$ cat src/design/mpte_pkg.sv
`default_nettype none
// ----------------------------------------------------------------------------
// mpte_pkg: MessagePack token encoder definitions
// Token codes, format tags and the encoded-beat buffer type.
// ----------------------------------------------------------------------------
package mpte_pkg;

  localparam int unsigned MaxBytes = 9;
  localparam int unsigned CntW     = 4;

  typedef enum logic [3:0] {
    CMD_NULL   = 4'd0,
    CMD_BOOL   = 4'd1,
    CMD_INT32  = 4'd2,
    CMD_UINT32 = 4'd3,
    CMD_DOUBLE = 4'd4,
    CMD_STR    = 4'd5,
    CMD_MAP    = 4'd6,
    CMD_ARRAY  = 4'd7,
    CMD_BYTE   = 4'd8
  } cmd_e;

  localparam logic [7:0] TagNil     = 8'hC0;
  localparam logic [7:0] TagFalse   = 8'hC2;
  localparam logic [7:0] TagTrue    = 8'hC3;
  localparam logic [7:0] TagUint32  = 8'hCE;
  localparam logic [7:0] TagInt32   = 8'hD2;
  localparam logic [7:0] TagFloat64 = 8'hCB;
  localparam logic [7:0] TagFixStr  = 8'hA0;
  localparam logic [7:0] TagStr8    = 8'hD9;
  localparam logic [7:0] TagStr16   = 8'hDA;
  localparam logic [7:0] TagStr32   = 8'hDB;
  localparam logic [7:0] TagFixMap  = 8'h80;
  localparam logic [7:0] TagMap16   = 8'hDE;
  localparam logic [7:0] TagMap32   = 8'hDF;
  localparam logic [7:0] TagFixArr  = 8'h90;
  localparam logic [7:0] TagArr16   = 8'hDC;
  localparam logic [7:0] TagArr32   = 8'hDD;

  // bytes[0] goes out first
  typedef struct packed {
    logic [MaxBytes-1:0][7:0] bytes;
    logic [CntW-1:0]          cnt;
  } enc_t;

endpackage
`default_nettype wire

$ cat src/design/mpte_in_if.sv
`default_nettype none
// ----------------------------------------------------------------------------
// mpte_in_if: token input channel
// Valid/ready channel carrying one token per beat.
// ----------------------------------------------------------------------------
interface mpte_in_if;
  logic        valid;
  logic        ready;
  logic [3:0]  cmd;
  logic [63:0] value;

  modport source (output valid, output cmd, output value, input ready);
  modport sink   (input valid, input cmd, input value, output ready);
endinterface
`default_nettype wire

$ cat src/design/mpte_out_if.sv
`default_nettype none
// ----------------------------------------------------------------------------
// mpte_out_if: encoded byte output channel
// Valid/ready channel carrying one stream byte per beat.
// ----------------------------------------------------------------------------
interface mpte_out_if;
  logic        valid;
  logic        ready;
  logic [7:0]  out_byte;
  logic        last_of_item;
  logic [31:0] total_bytes;

  modport source (output valid, output out_byte, output last_of_item,
                  output total_bytes, input ready);
  modport sink   (input valid, input out_byte, input last_of_item,
                  input total_bytes, output ready);
endinterface
`default_nettype wire

$ cat src/design/messagepack_token_encoder_core.sv
`default_nettype none
// ----------------------------------------------------------------------------
// messagepack_token_encoder_core: streaming MessagePack token encoder
// Turns tokens into MessagePack bytes with a running byte total.
// ----------------------------------------------------------------------------
// Usage:
//   in_i  takes one token per beat (cmd, value). out_o gives one stream byte
//   per beat with last_of_item on the final byte of the token and the
//   wrapping byte total including that byte.
//   A token accepted is encoded combinationally into the byte buffer; its
//   bytes then move one at a time from the buffer to the output register.
//   The buffer drains one byte per cycle while the output register is free,
//   and a token holds the input until its bytes have drained: payload bytes,
//   nil and bool are 1 byte, int32/uint32 5, a double 9, headers 1 to 5.
//   Tokens that encode to nothing (oversized counts, unused codes) leave the
//   buffer empty. The next token is taken in the cycle its predecessor's
//   last byte moves to the output register.
//   When the receiver stalls, the output register and buffer hold and
//   in_i.ready is low while the buffer has more than its final byte left,
//   or holds that byte and the output register cannot take it.
//   Reset empties the buffer and output register and clears the total.
// ----------------------------------------------------------------------------
module messagepack_token_encoder_core #(
  parameter int unsigned COUNT_WIDTH = 32
) (
  input  wire logic    clk_i,
  input  wire logic    rst_ni,
  mpte_in_if.sink      in_i,
  mpte_out_if.source   out_o
);
  import mpte_pkg::*;

  enc_t                     enc;
  logic [MaxBytes-1:0][7:0] sb_q, sb_d;
  logic [CntW-1:0]          cnt_q, cnt_d;
  logic [31:0]              tot_q, tot_d;
  logic                     ov_q, ov_d;
  logic [7:0]               ob_q, ob_d;
  logic                     ol_q, ol_d;
  logic [31:0]              ot_q, ot_d;
  logic                     o_free, emit, in_acc;

  mpte_encoder #(
    .COUNT_WIDTH (COUNT_WIDTH)
  ) u_enc (
    .cmd_i   (in_i.cmd),
    .value_i (in_i.value),
    .enc_o   (enc)
  );

  assign o_free     = !ov_q || out_o.ready;
  assign emit       = (cnt_q != '0) && o_free;
  assign in_i.ready = (cnt_q == '0) || ((cnt_q == CntW'(1)) && o_free);
  assign in_acc     = in_i.valid && in_i.ready;

  always_comb begin
    sb_d  = sb_q;
    cnt_d = cnt_q;
    tot_d = tot_q;
    ov_d  = ov_q;
    ob_d  = ob_q;
    ol_d  = ol_q;
    ot_d  = ot_q;
    if (o_free) begin
      ov_d = emit;
    end
    if (emit) begin
      ob_d  = sb_q[0];
      ol_d  = (cnt_q == CntW'(1));
      ot_d  = tot_q + 32'd1;
      tot_d = tot_q + 32'd1;
      sb_d  = {8'h00, sb_q[MaxBytes-1:1]};
      cnt_d = cnt_q - CntW'(1);
    end
    if (in_acc) begin
      sb_d  = enc.bytes;
      cnt_d = enc.cnt;
    end
  end

  always_ff @(posedge clk_i or negedge rst_ni) begin
    if (!rst_ni) begin
      cnt_q <= '0;
      tot_q <= '0;
      ov_q  <= 1'b0;
    end else begin
      cnt_q <= cnt_d;
      tot_q <= tot_d;
      ov_q  <= ov_d;
    end
  end

  always_ff @(posedge clk_i) begin
    sb_q <= sb_d;
    ob_q <= ob_d;
    ol_q <= ol_d;
    ot_q <= ot_d;
  end

  assign out_o.valid        = ov_q;
  assign out_o.out_byte     = ob_q;
  assign out_o.last_of_item = ol_q;
  assign out_o.total_bytes  = ot_q;

  a_cnt_range: assert property (@(posedge clk_i) disable iff (!rst_ni)
    cnt_q <= CntW'(MaxBytes))
    else $error("byte buffer count out of range");

  a_acc_drained: assert property (@(posedge clk_i) disable iff (!rst_ni)
    in_acc |-> (cnt_q == '0) || (emit && (cnt_q == CntW'(1))))
    else $error("token accepted while buffer still holds bytes");

  a_total_step: assert property (@(posedge clk_i) disable iff (!rst_ni)
    emit |=> tot_q == $past(tot_q) + 32'd1)
    else $error("byte total did not advance on emission");

  a_total_match: assert property (@(posedge clk_i) disable iff (!rst_ni)
    ov_q |-> ot_q == tot_q)
    else $error("output total differs from running total");

endmodule
`default_nettype wire

$ cat src/design/mpte_encoder.sv
`default_nettype none
// ----------------------------------------------------------------------------
// mpte_encoder: token to MessagePack bytes
// Picks the format and lays out the big-endian bytes of one token.
// ----------------------------------------------------------------------------
module mpte_encoder #(
  parameter int unsigned COUNT_WIDTH = 32
) (
  input  wire logic [3:0]    cmd_i,
  input  wire logic [63:0]   value_i,
  output mpte_pkg::enc_t     enc_o
);
  import mpte_pkg::*;

  localparam logic [63:0] CountMask =
    (COUNT_WIDTH >= 64) ? {64{1'b1}} : ((64'd1 << COUNT_WIDTH) - 64'd1);

  logic [63:0] c;
  logic        big;

  assign c   = value_i & CountMask;
  assign big = |c[63:32];

  always_comb begin
    enc_o = '0;
    unique case (cmd_i)
      CMD_NULL: begin
        enc_o.bytes[0] = TagNil;
        enc_o.cnt      = 4'd1;
      end
      CMD_BOOL: begin
        enc_o.bytes[0] = (|value_i[31:0]) ? TagTrue : TagFalse;
        enc_o.cnt      = 4'd1;
      end
      CMD_INT32, CMD_UINT32: begin
        enc_o.bytes[0] = (cmd_i == CMD_INT32) ? TagInt32 : TagUint32;
        enc_o.bytes[1] = value_i[31:24];
        enc_o.bytes[2] = value_i[23:16];
        enc_o.bytes[3] = value_i[15:8];
        enc_o.bytes[4] = value_i[7:0];
        enc_o.cnt      = 4'd5;
      end
      CMD_DOUBLE: begin
        enc_o.bytes[0] = TagFloat64;
        for (int i = 0; i < 8; i++) begin
          enc_o.bytes[i+1] = value_i[8*(7-i) +: 8];
        end
        enc_o.cnt      = 4'd9;
      end
      CMD_STR: begin
        if (c < 64'd32) begin
          enc_o.bytes[0] = TagFixStr | {3'b000, c[4:0]};
          enc_o.cnt      = 4'd1;
        end else if (c < 64'd256) begin
          enc_o.bytes[0] = TagStr8;
          enc_o.bytes[1] = c[7:0];
          enc_o.cnt      = 4'd2;
        end else if (c < 64'd65535) begin
          enc_o.bytes[0] = TagStr16;
          enc_o.bytes[1] = c[15:8];
          enc_o.bytes[2] = c[7:0];
          enc_o.cnt      = 4'd3;
        end else if (!big) begin
          enc_o.bytes[0] = TagStr32;
          enc_o.bytes[1] = c[31:24];
          enc_o.bytes[2] = c[23:16];
          enc_o.bytes[3] = c[15:8];
          enc_o.bytes[4] = c[7:0];
          enc_o.cnt      = 4'd5;
        end
      end
      CMD_MAP, CMD_ARRAY: begin
        if (c < 64'd16) begin
          enc_o.bytes[0] = ((cmd_i == CMD_MAP) ? TagFixMap : TagFixArr) |
                           {4'b0000, c[3:0]};
          enc_o.cnt      = 4'd1;
        end else if (c < 64'd65535) begin
          enc_o.bytes[0] = (cmd_i == CMD_MAP) ? TagMap16 : TagArr16;
          enc_o.bytes[1] = c[15:8];
          enc_o.bytes[2] = c[7:0];
          enc_o.cnt      = 4'd3;
        end else if (!big) begin
          enc_o.bytes[0] = (cmd_i == CMD_MAP) ? TagMap32 : TagArr32;
          enc_o.bytes[1] = c[31:24];
          enc_o.bytes[2] = c[23:16];
          enc_o.bytes[3] = c[15:8];
          enc_o.bytes[4] = c[7:0];
          enc_o.cnt      = 4'd5;
        end
      end
      CMD_BYTE: begin
        enc_o.bytes[0] = value_i[7:0];
        enc_o.cnt      = 4'd1;
      end
      default: begin
        enc_o = '0;
      end
    endcase
  end

endmodule
`default_nettype wire

$ cat src/flat_wrapper.sv
// flat-port wrapper written by rule: the top's interface ports become plain ports
module messagepack_token_encoder_core_flat import mpte_pkg::*;
#(
  parameter int unsigned COUNT_WIDTH = 32
)
  (clk_i, rst_ni, in_i_valid, in_i_cmd, in_i_value, in_i_ready, out_o_valid, out_o_out_byte, out_o_last_of_item, out_o_total_bytes, out_o_ready);
  mpte_in_if in_i_i ();
  mpte_out_if out_o_i ();
  input  wire logic clk_i;
  input  wire logic rst_ni;
  input wire logic [$bits(in_i_i.valid)-1:0] in_i_valid;
  input wire logic [$bits(in_i_i.cmd)-1:0] in_i_cmd;
  input wire logic [$bits(in_i_i.value)-1:0] in_i_value;
  output wire logic [$bits(in_i_i.ready)-1:0] in_i_ready;
  output wire logic [$bits(out_o_i.valid)-1:0] out_o_valid;
  output wire logic [$bits(out_o_i.out_byte)-1:0] out_o_out_byte;
  output wire logic [$bits(out_o_i.last_of_item)-1:0] out_o_last_of_item;
  output wire logic [$bits(out_o_i.total_bytes)-1:0] out_o_total_bytes;
  input wire logic [$bits(out_o_i.ready)-1:0] out_o_ready;
  assign in_i_i.valid = in_i_valid;
  assign in_i_i.cmd = in_i_cmd;
  assign in_i_i.value = in_i_value;
  assign in_i_ready = in_i_i.ready;
  assign out_o_valid = out_o_i.valid;
  assign out_o_out_byte = out_o_i.out_byte;
  assign out_o_last_of_item = out_o_i.last_of_item;
  assign out_o_total_bytes = out_o_i.total_bytes;
  assign out_o_i.ready = out_o_ready;
  messagepack_token_encoder_core #(.COUNT_WIDTH(COUNT_WIDTH)) u_core (.clk_i(clk_i), .rst_ni(rst_ni), .in_i(in_i_i), .out_o(out_o_i));
endmodule
$ cat config.mk
export PLATFORM = sky130hd
export DESIGN_NAME = messagepack_token_encoder_core_flat
export DESIGN_NICKNAME = d
export VERILOG_FILES = /design/src/design/mpte_pkg.sv /design/src/design/mpte_in_if.sv /design/src/design/mpte_out_if.sv /design/src/design/messagepack_token_encoder_core.sv /design/src/design/mpte_encoder.sv /design/src/flat_wrapper.sv
export SDC_FILE = /design/constraint.sdc
export NUM_CORES = 1
export LEC_CHECK = 0
export ABC_AREA = 1
export BUFFER_PORTS_ARGS = -buffer_cell sky130_fd_sc_hd__buf_2
export CAP_MARGIN = 15
export CORE_ASPECT_RATIO = 0.75
export CORE_MARGIN = 5
export CORE_UTILIZATION = 30
export DETAILED_ROUTE_END_ITERATION = 16
export SLEW_MARGIN = 30
export SYNTH_ARGS = -nofsm -noshare
export SYNTH_HDL_FRONTEND = slang
export SYNTH_HIERARCHICAL = 1
export SYNTH_SLANG_ARGS = --single-unit
$ cat constraint.sdc
create_clock -name clk_i -period 4.7 [get_ports clk_i]
set_input_delay 0.47 -clock clk_i [delete_from_list [all_inputs] [get_ports clk_i]]
set_output_delay 0.47 -clock clk_i [all_outputs]
set_load 0.1 [all_outputs]
==> impl_metrics.toml, run 1 <==
[cts]
htree_levels = 4
cts_resized = 0
clk_latency_ns = 0.43
cts_tree = "yes"
cts_hold_buf = 0
cts.reportedPaths.clkPinSlew_ns = 0.07
cts-root-buf = "clkbuf_16"
clockBufferDepth = 2
clkSinkCount = 150
post_cts_buffers = 0
cts_buffers = 17

[power_and_ir_drop]
p_leak_nw = 4.62
vdd_ir_drop_max_v = 0.000307
p_per_area_nw_per_um2 = 637
fin_total_pwr_mw = 6.26

[setup_path]
crit_buf_inv = 2
r2r_slack_ns = 2.07
cp-start-kind = "register"
cp_slowest_stage_delay_ns = 0.65
worstSetupEndpointType = "register"
crit_family = "simple AND/OR/NAND/NOR gates"
critPathArrivalTime_ns = 2.73
crit_top_cell = "nand2_2"
critPathRequiredTime_ns = 4.81
slowest_stage = "nand2_4"
crit_fanout = 40
cp_cell_sequence = "inv_1 > ha_1 > nand2_2 > nand2_2 > nand2_4 > buf_4"
path_class = "register to register"

[route]
drtIter0Drc = 645
drt_wl_total_um = 23200
first_pass_iters = 5
routedWlPerCell_um = 15.1
num_vias = 7145
via_per_inst = 4.66
drc = 0
drtAntennaViolNets = 0

[die]
dieWidth_um = 204
io_pins = 115
dieArea_um2 = 31600
start_util = 0.303
die_h_um = 155
num_rows = 53
core_um2 = 27900

[status]
status = "finished clean"

[yosys]
yosysMostFrequentCell = "nand2_1"
synth-edff-count = 113
synth_cells = 1062
synth-seq-cells = 150
synth_nets = 1137
avgSynthCellArea_um2 = 7.94
yosysWarnings = 6
synth_top_area_share = 0.403
synth_top_area_cell = "edfxtp_1"
synth_cell_types = 37
synthTopCellsByCount = "nand2_1, edfxtp_1, nor2_1"
synthesis.area_um2 = 8430
yosys-top-cells-area = "edfxtp_1, nand2_1, dfrtp_1"
ys_seq_area_frac = 0.512
synthArstFlopShare = 0.247
synth_ff_type = "edfxtp_1"

[placement]
hpwl_um = 16700
place.gp.congestion = 0.933
io_buffers = 114

[sta]
tightest_slew_ns = 0.892
fmax_mhz = 381
rsz0062_at_grt = "false"
finalCriticalPeriod_ns = 2.63
finalHoldViolations = 0
fin_tns_setup_ns = 0
finalCritPeriodShare = 0.559
relSlewSlack = 0.405
setup_viol = 0
skew_ns = 0.0165
maxSlewViolCount = 0

[flow_run]
drv_cap = 0

[hold_path]
holdCritPathClass = "primary input to asynchronous set/reset pin"

[grt]
antenna_found_initial = 0
grt_pass1_vias = 6830
grt_pass1_wl_um = 37500
grt_usage = 0.150
grt_max_degree = 79
grt-ovfl-total = 0

[layout]
syn_to_final_growth_pct = 16.6
n_fill_cell = 2936
fin_nets = 1239
finish.utilization = 0.353
drive_gt1_frac = 0.178
antenna_cells = 0
multi_input_area_um2 = 3550
regArea_um2 = 4320
where the power goes:
group	switching (mW)	internal (mW)	total, mW
Sequential	0.184	2.22	2.41
Clock	0.615	0.702	1.32
Combinational	2.11	0.430	2.54
Total	2.91	3.35	6.26
per-stage QoR:
step	cell area [µm²]	hold slack (ns)	setup slack (ns)	std cells
floorplan	8430	0.174	0.369	1062
global placement	9260	0.448	1.75	1502
detailed placement	9260	0.431	1.70	1502
CTS	9820	0.190	1.69	1534
global route	9830	0.0496	1.82	1534
finish	9830	0.0196	2.07	1534
layout make-up:
type / instances / share of cell area
Sequential cell: 150 / 0.440
Multi-Input combinational cell: 785 / 0.362
Timing Repair Buffer: 119 / 0.0621
Tap cell: 357 / 0.0455
Clock buffer: 18 / 0.0437
Inverter: 91 / 0.0348
Clock inverter: 14 / 0.0129
layout by cell type (no fill, tap or decap), types with 11 or more instances in the layout:
cell / count
xor2_1: 14
nand2_1: 486
nand3_1: 54
nor2_1: 110
o21ai_0: 31
inv_1: 79
dfrtp_1: 37
inv_2: 12
clkbuf_16: 17
edfxtp_1: 113
buf_2: 113
a21oi_1: 11
logic make-up after synthesis:
kind of cell | after synthesis | synth area share
AOI/OAI and AO/OA | 54 | 0.0374
xor gates and xnor gates | 18 | 0.0214
adders and majority gates | 3 | 0.00445
buffers and inverters | 127 | 0.0681
DFF | 150 | 0.512
and+or+nand+nor | 710 | 0.356
routing by layer:
metal	track usage	routed length [µm]	up-vias
met4	0.0421	335	0
li1	-	-	3558
met1	0.233	11500	3324
met3	0.0285	1750	21
met2	0.211	9630	242
met5	0	0	-
sequential cells by signal, indices dropped and copies added, names as in the netlist:
signal and count:
u_core/out_o.total_bytes 32, u_core/sb_q 72, u_core/out_o.last_of_item 1, u_core/tot_q 32
u_core/cnt_q 4, u_core/out_o.out_byte 8, u_core/out_o.valid 1
worst register-to-register path, delay by kind of cell, from the launching register on:
family,cells,cell delay (ns)
AND/OR/NAND/NOR,3,1.23
buffers and inverters,2,0.45
flip-flops,1,0.40
adder cells (fa/ha/maj),1,0.23
final timing paths:
| path | start | to | depth (start not counted) |
|---|---|---|---|
| worst max-delay path | u_core/cnt_q[0]$_DFFE_PN0P_ | u_core/sb_q[44]$_DFFE_PP_ | 6 |
| worst min register to register | u_core/sb_q[3]$_DFFE_PP_ | u_core/out_o.out_byte[3]$_DFFE_PP_ | 0 |
| min in group clk_i | out_o_ready | u_core/out_o.valid$_DFFE_PN0N_ | 4 |
| max in group asynchronous | rst_ni | u_core/tot_q[0]$_DFFE_PN0P_ | 1 |
| worst min-delay path | rst_ni | u_core/tot_q[17]$_DFFE_PN0P_ | 1 |
| worst max register to register | u_core/cnt_q[0]$_DFFE_PN0P_ | u_core/sb_q[44]$_DFFE_PP_ | 6 |
Power figures use the tool's default switching activity.
==> run 2: changes to the inputs <==
==> constraint.sdc (replaced) <==
create_clock -name clk_i -period 2.1 [get_ports clk_i]
set_input_delay 0.21 -clock clk_i [delete_from_list [all_inputs] [get_ports clk_i]]
set_output_delay 0.21 -clock clk_i [all_outputs]
set_load 0.1 [all_outputs]
==> run 2 against run 1 <==
Effect of this change:
- worst hold slack improved by 0.078 ns
- combinational power increased by 140%
- clock skew fell by 0.0021 ns
- sequential share of layout area shrank 1.4 points
- sequential cell count unchanged
- register-to-register slack worse by 1.9 ns
- final area increased by 3.3%
- via count up 2.6%
- worst setup slack lost 2.0 ns
- largest power group unchanged
==> impl_metrics.toml, run 2 (synthesized netlist as in run 1, its figures left out) <==
[route]
drtIter0Drc = 747
drc = 0
drtAntennaViolNets = 0
first_pass_iters = 5
routedWlPerCell_um = 15.2
drt_wl_total_um = 23600
via_per_inst = 4.70
num_vias = 7330

[sta]
relSlewSlack = 0.556
tightest_slew_ns = 0.665
rsz0062_at_grt = "false"
finalCritPeriodShare = 0.944
fmax_mhz = 505
finalCriticalPeriod_ns = 1.98
maxSlewViolCount = 0
fin_tns_setup_ns = 0
finalHoldViolations = 0
skew_ns = 0.0144
setup_viol = 0

[power_and_ir_drop]
clkPwrFrac = 0.206
p_leak_nw = 4.77
p_int_mw = 7.85
switching_share = 0.456
seqPwrFrac = 0.372
comb_power_share = 0.422
vdd_ir_drop_max_v = 0.000603
power_switching_mw = 6.58
p_per_area_nw_per_um2 = 1420

[cts]
clkSinkCount = 150
post_cts_buffers = 0
cts_buffers = 17
cts.reportedPaths.clkPinSlew_ns = 0.07
htree_levels = 4
cts-root-buf = "clkbuf_16"
clk_latency_ns = 0.42
cts_tree = "yes"
clockBufferDepth = 2

[placement]
io_buffers = 114
hpwl_um = 17500
place.gp.congestion = 0.997

[layout]
antenna_cells = 0
regMostFlops = "u_core/sb_q"
syn_to_final_growth_pct = 20.4
drive_gt1_frac = 0.197
multi_input_area_um2 = 3580
fin_nets = 1264
layout_common_cells = "nand2_1, buf_2, edfxtp_1, nor2_1, inv_1"
regArea_um2 = 4320
n_fill_cell = 2881
finish.utilization = 0.364
layout_commonest_cell = "nand2_1"
largest_reg_flops = 72

[grt]
grt_max_degree = 73
grt_pass1_vias = 6929
grt_usage = 0.151
grt-ovfl-total = 0
grt_pass1_wl_um = 37600
antenna_found_initial = 0

[setup_path]
slowest_stage = "dfrtp_1"
critPathArrivalTime_ns = 1.77
critPathRequiredTime_ns = 1.89
r2r_slack_ns = 0.14
crit_fanout = 3
setup.worst_path.start = "u_core/cnt_q[1]$_DFFE_PN0P_"
r2r-end = "u_core/sb_q[46]$_DFFE_PP_"
reg2reg_from = "u_core/cnt_q[1]$_DFFE_PN0P_"
cp_cell_sequence = "inv_1 > ha_1 > nand2_1 > nor2_2 > nand2_2 > nand2_8 > buf_4"
crit_path_end = "in_i_ready"
cp-start-kind = "register"
r2r_cells = 10
path_class = "register to primary output"
cp_slowest_stage_delay_ns = 0.41
worstSetupEndpointType = "primary output"

[die]
dieWidth_um = 204
io_pins = 115
die_h_um = 155
num_rows = 53
core_um2 = 27900
start_util = 0.303
dieArea_um2 = 31600

[hold_path]
holdCritPathClass = "primary input to register"

[status]
status = "finished clean"

[flow_run]
drv_cap = 0
-- run 2: cell types whose count changed in the layout (fill, tap and decap cells not counted), sizes merged --
cell	change
clkbuf	+1
bufinv	+1
clkinv	+6
dlygate4sd3	+1
clkinvlp	+1
buf	+24
inv	-9
-- run 2: power groups by stage --
stage / combinational, mW / sequential (mW) / clock (mW)
final: 6.10 / 5.36 / 2.97
after global routing: 6.53 / 5.48 / 3.20
after CTS: 6.14 / 5.37 / 3.07
after detailed placement: 6.13 / 5.42 / 0
after global placement: 6.07 / 5.41 / 0
after floorplan: 2.18 / 7.93 / 0
-- run 2: through the flow --
step	area, µm²	instances	worst slack [ns]	hold slack, ns	total power, mW
after floorplan	8470	1062	0.0255	-0.0856	10.1
after global placement	9570	1526	0.207	0.232	11.5
after detailed placement	9570	1526	0.154	0.227	11.5
after CTS	10100	1559	0.0823	0.0830	14.6
after global routing	10100	1559	0.0340	0.107	15.2
final	10100	1559	0.118	0.0974	14.4
-- run 2: area by class of cell --
cell class                 count  share of cell area
sequential                   150               0.426
multi-input combinational    785               0.353
timing repair buffer         144              0.0875
tap                          357              0.0440
clock buffer                  19              0.0436
inverter                      91              0.0337
clock inverter                13              0.0122
-- run 2: what timing repair did --
action,4_1_cts,5_1_grt
hold buffers,1,0
gates resized for setup,1,0
endpoints found under the hold margin,22,0
endpoints found under the setup margin,1,0
-- run 2: critical path: cells and delay by family, from the launching register on --
kind                     cells  cell delay (ns)
flip-flops                   1             0.41
AND/OR/NAND/NOR              4             0.40
buffers and inverters        2             0.38
adder cells (fa/ha/maj)      1             0.15
-- run 2: worst min path at each step --
stage / start / end / slack [ns] / cells after the start
2_1_floorplan: rst_ni / u_core/cnt_q[0]$_DFFE_PN0P_ / -0.09 / 0
3_3_place_gp: rst_ni / u_core/tot_q[25]$_DFFE_PN0P_ / 0.23 / 1
3_5_place_dp: rst_ni / u_core/tot_q[26]$_DFFE_PN0P_ / 0.23 / 1
4_1_cts: out_o_ready / u_core/out_o.valid$_DFFE_PN0N_ / 0.08 / 4
5_1_grt: out_o_ready / u_core/out_o.valid$_DFFE_PN0N_ / 0.11 / 4
6_report: out_o_ready / u_core/out_o.valid$_DFFE_PN0N_ / 0.1 / 4
-- run 2: layer usage --
layer,track usage,vias up,wire (µm)
met1,0.230,3381,11400
met5,0,-,0
li1,-,3601,-
met2,0.209,314,9650
met3,0.0379,34,2050
met4,0.0478,0,507
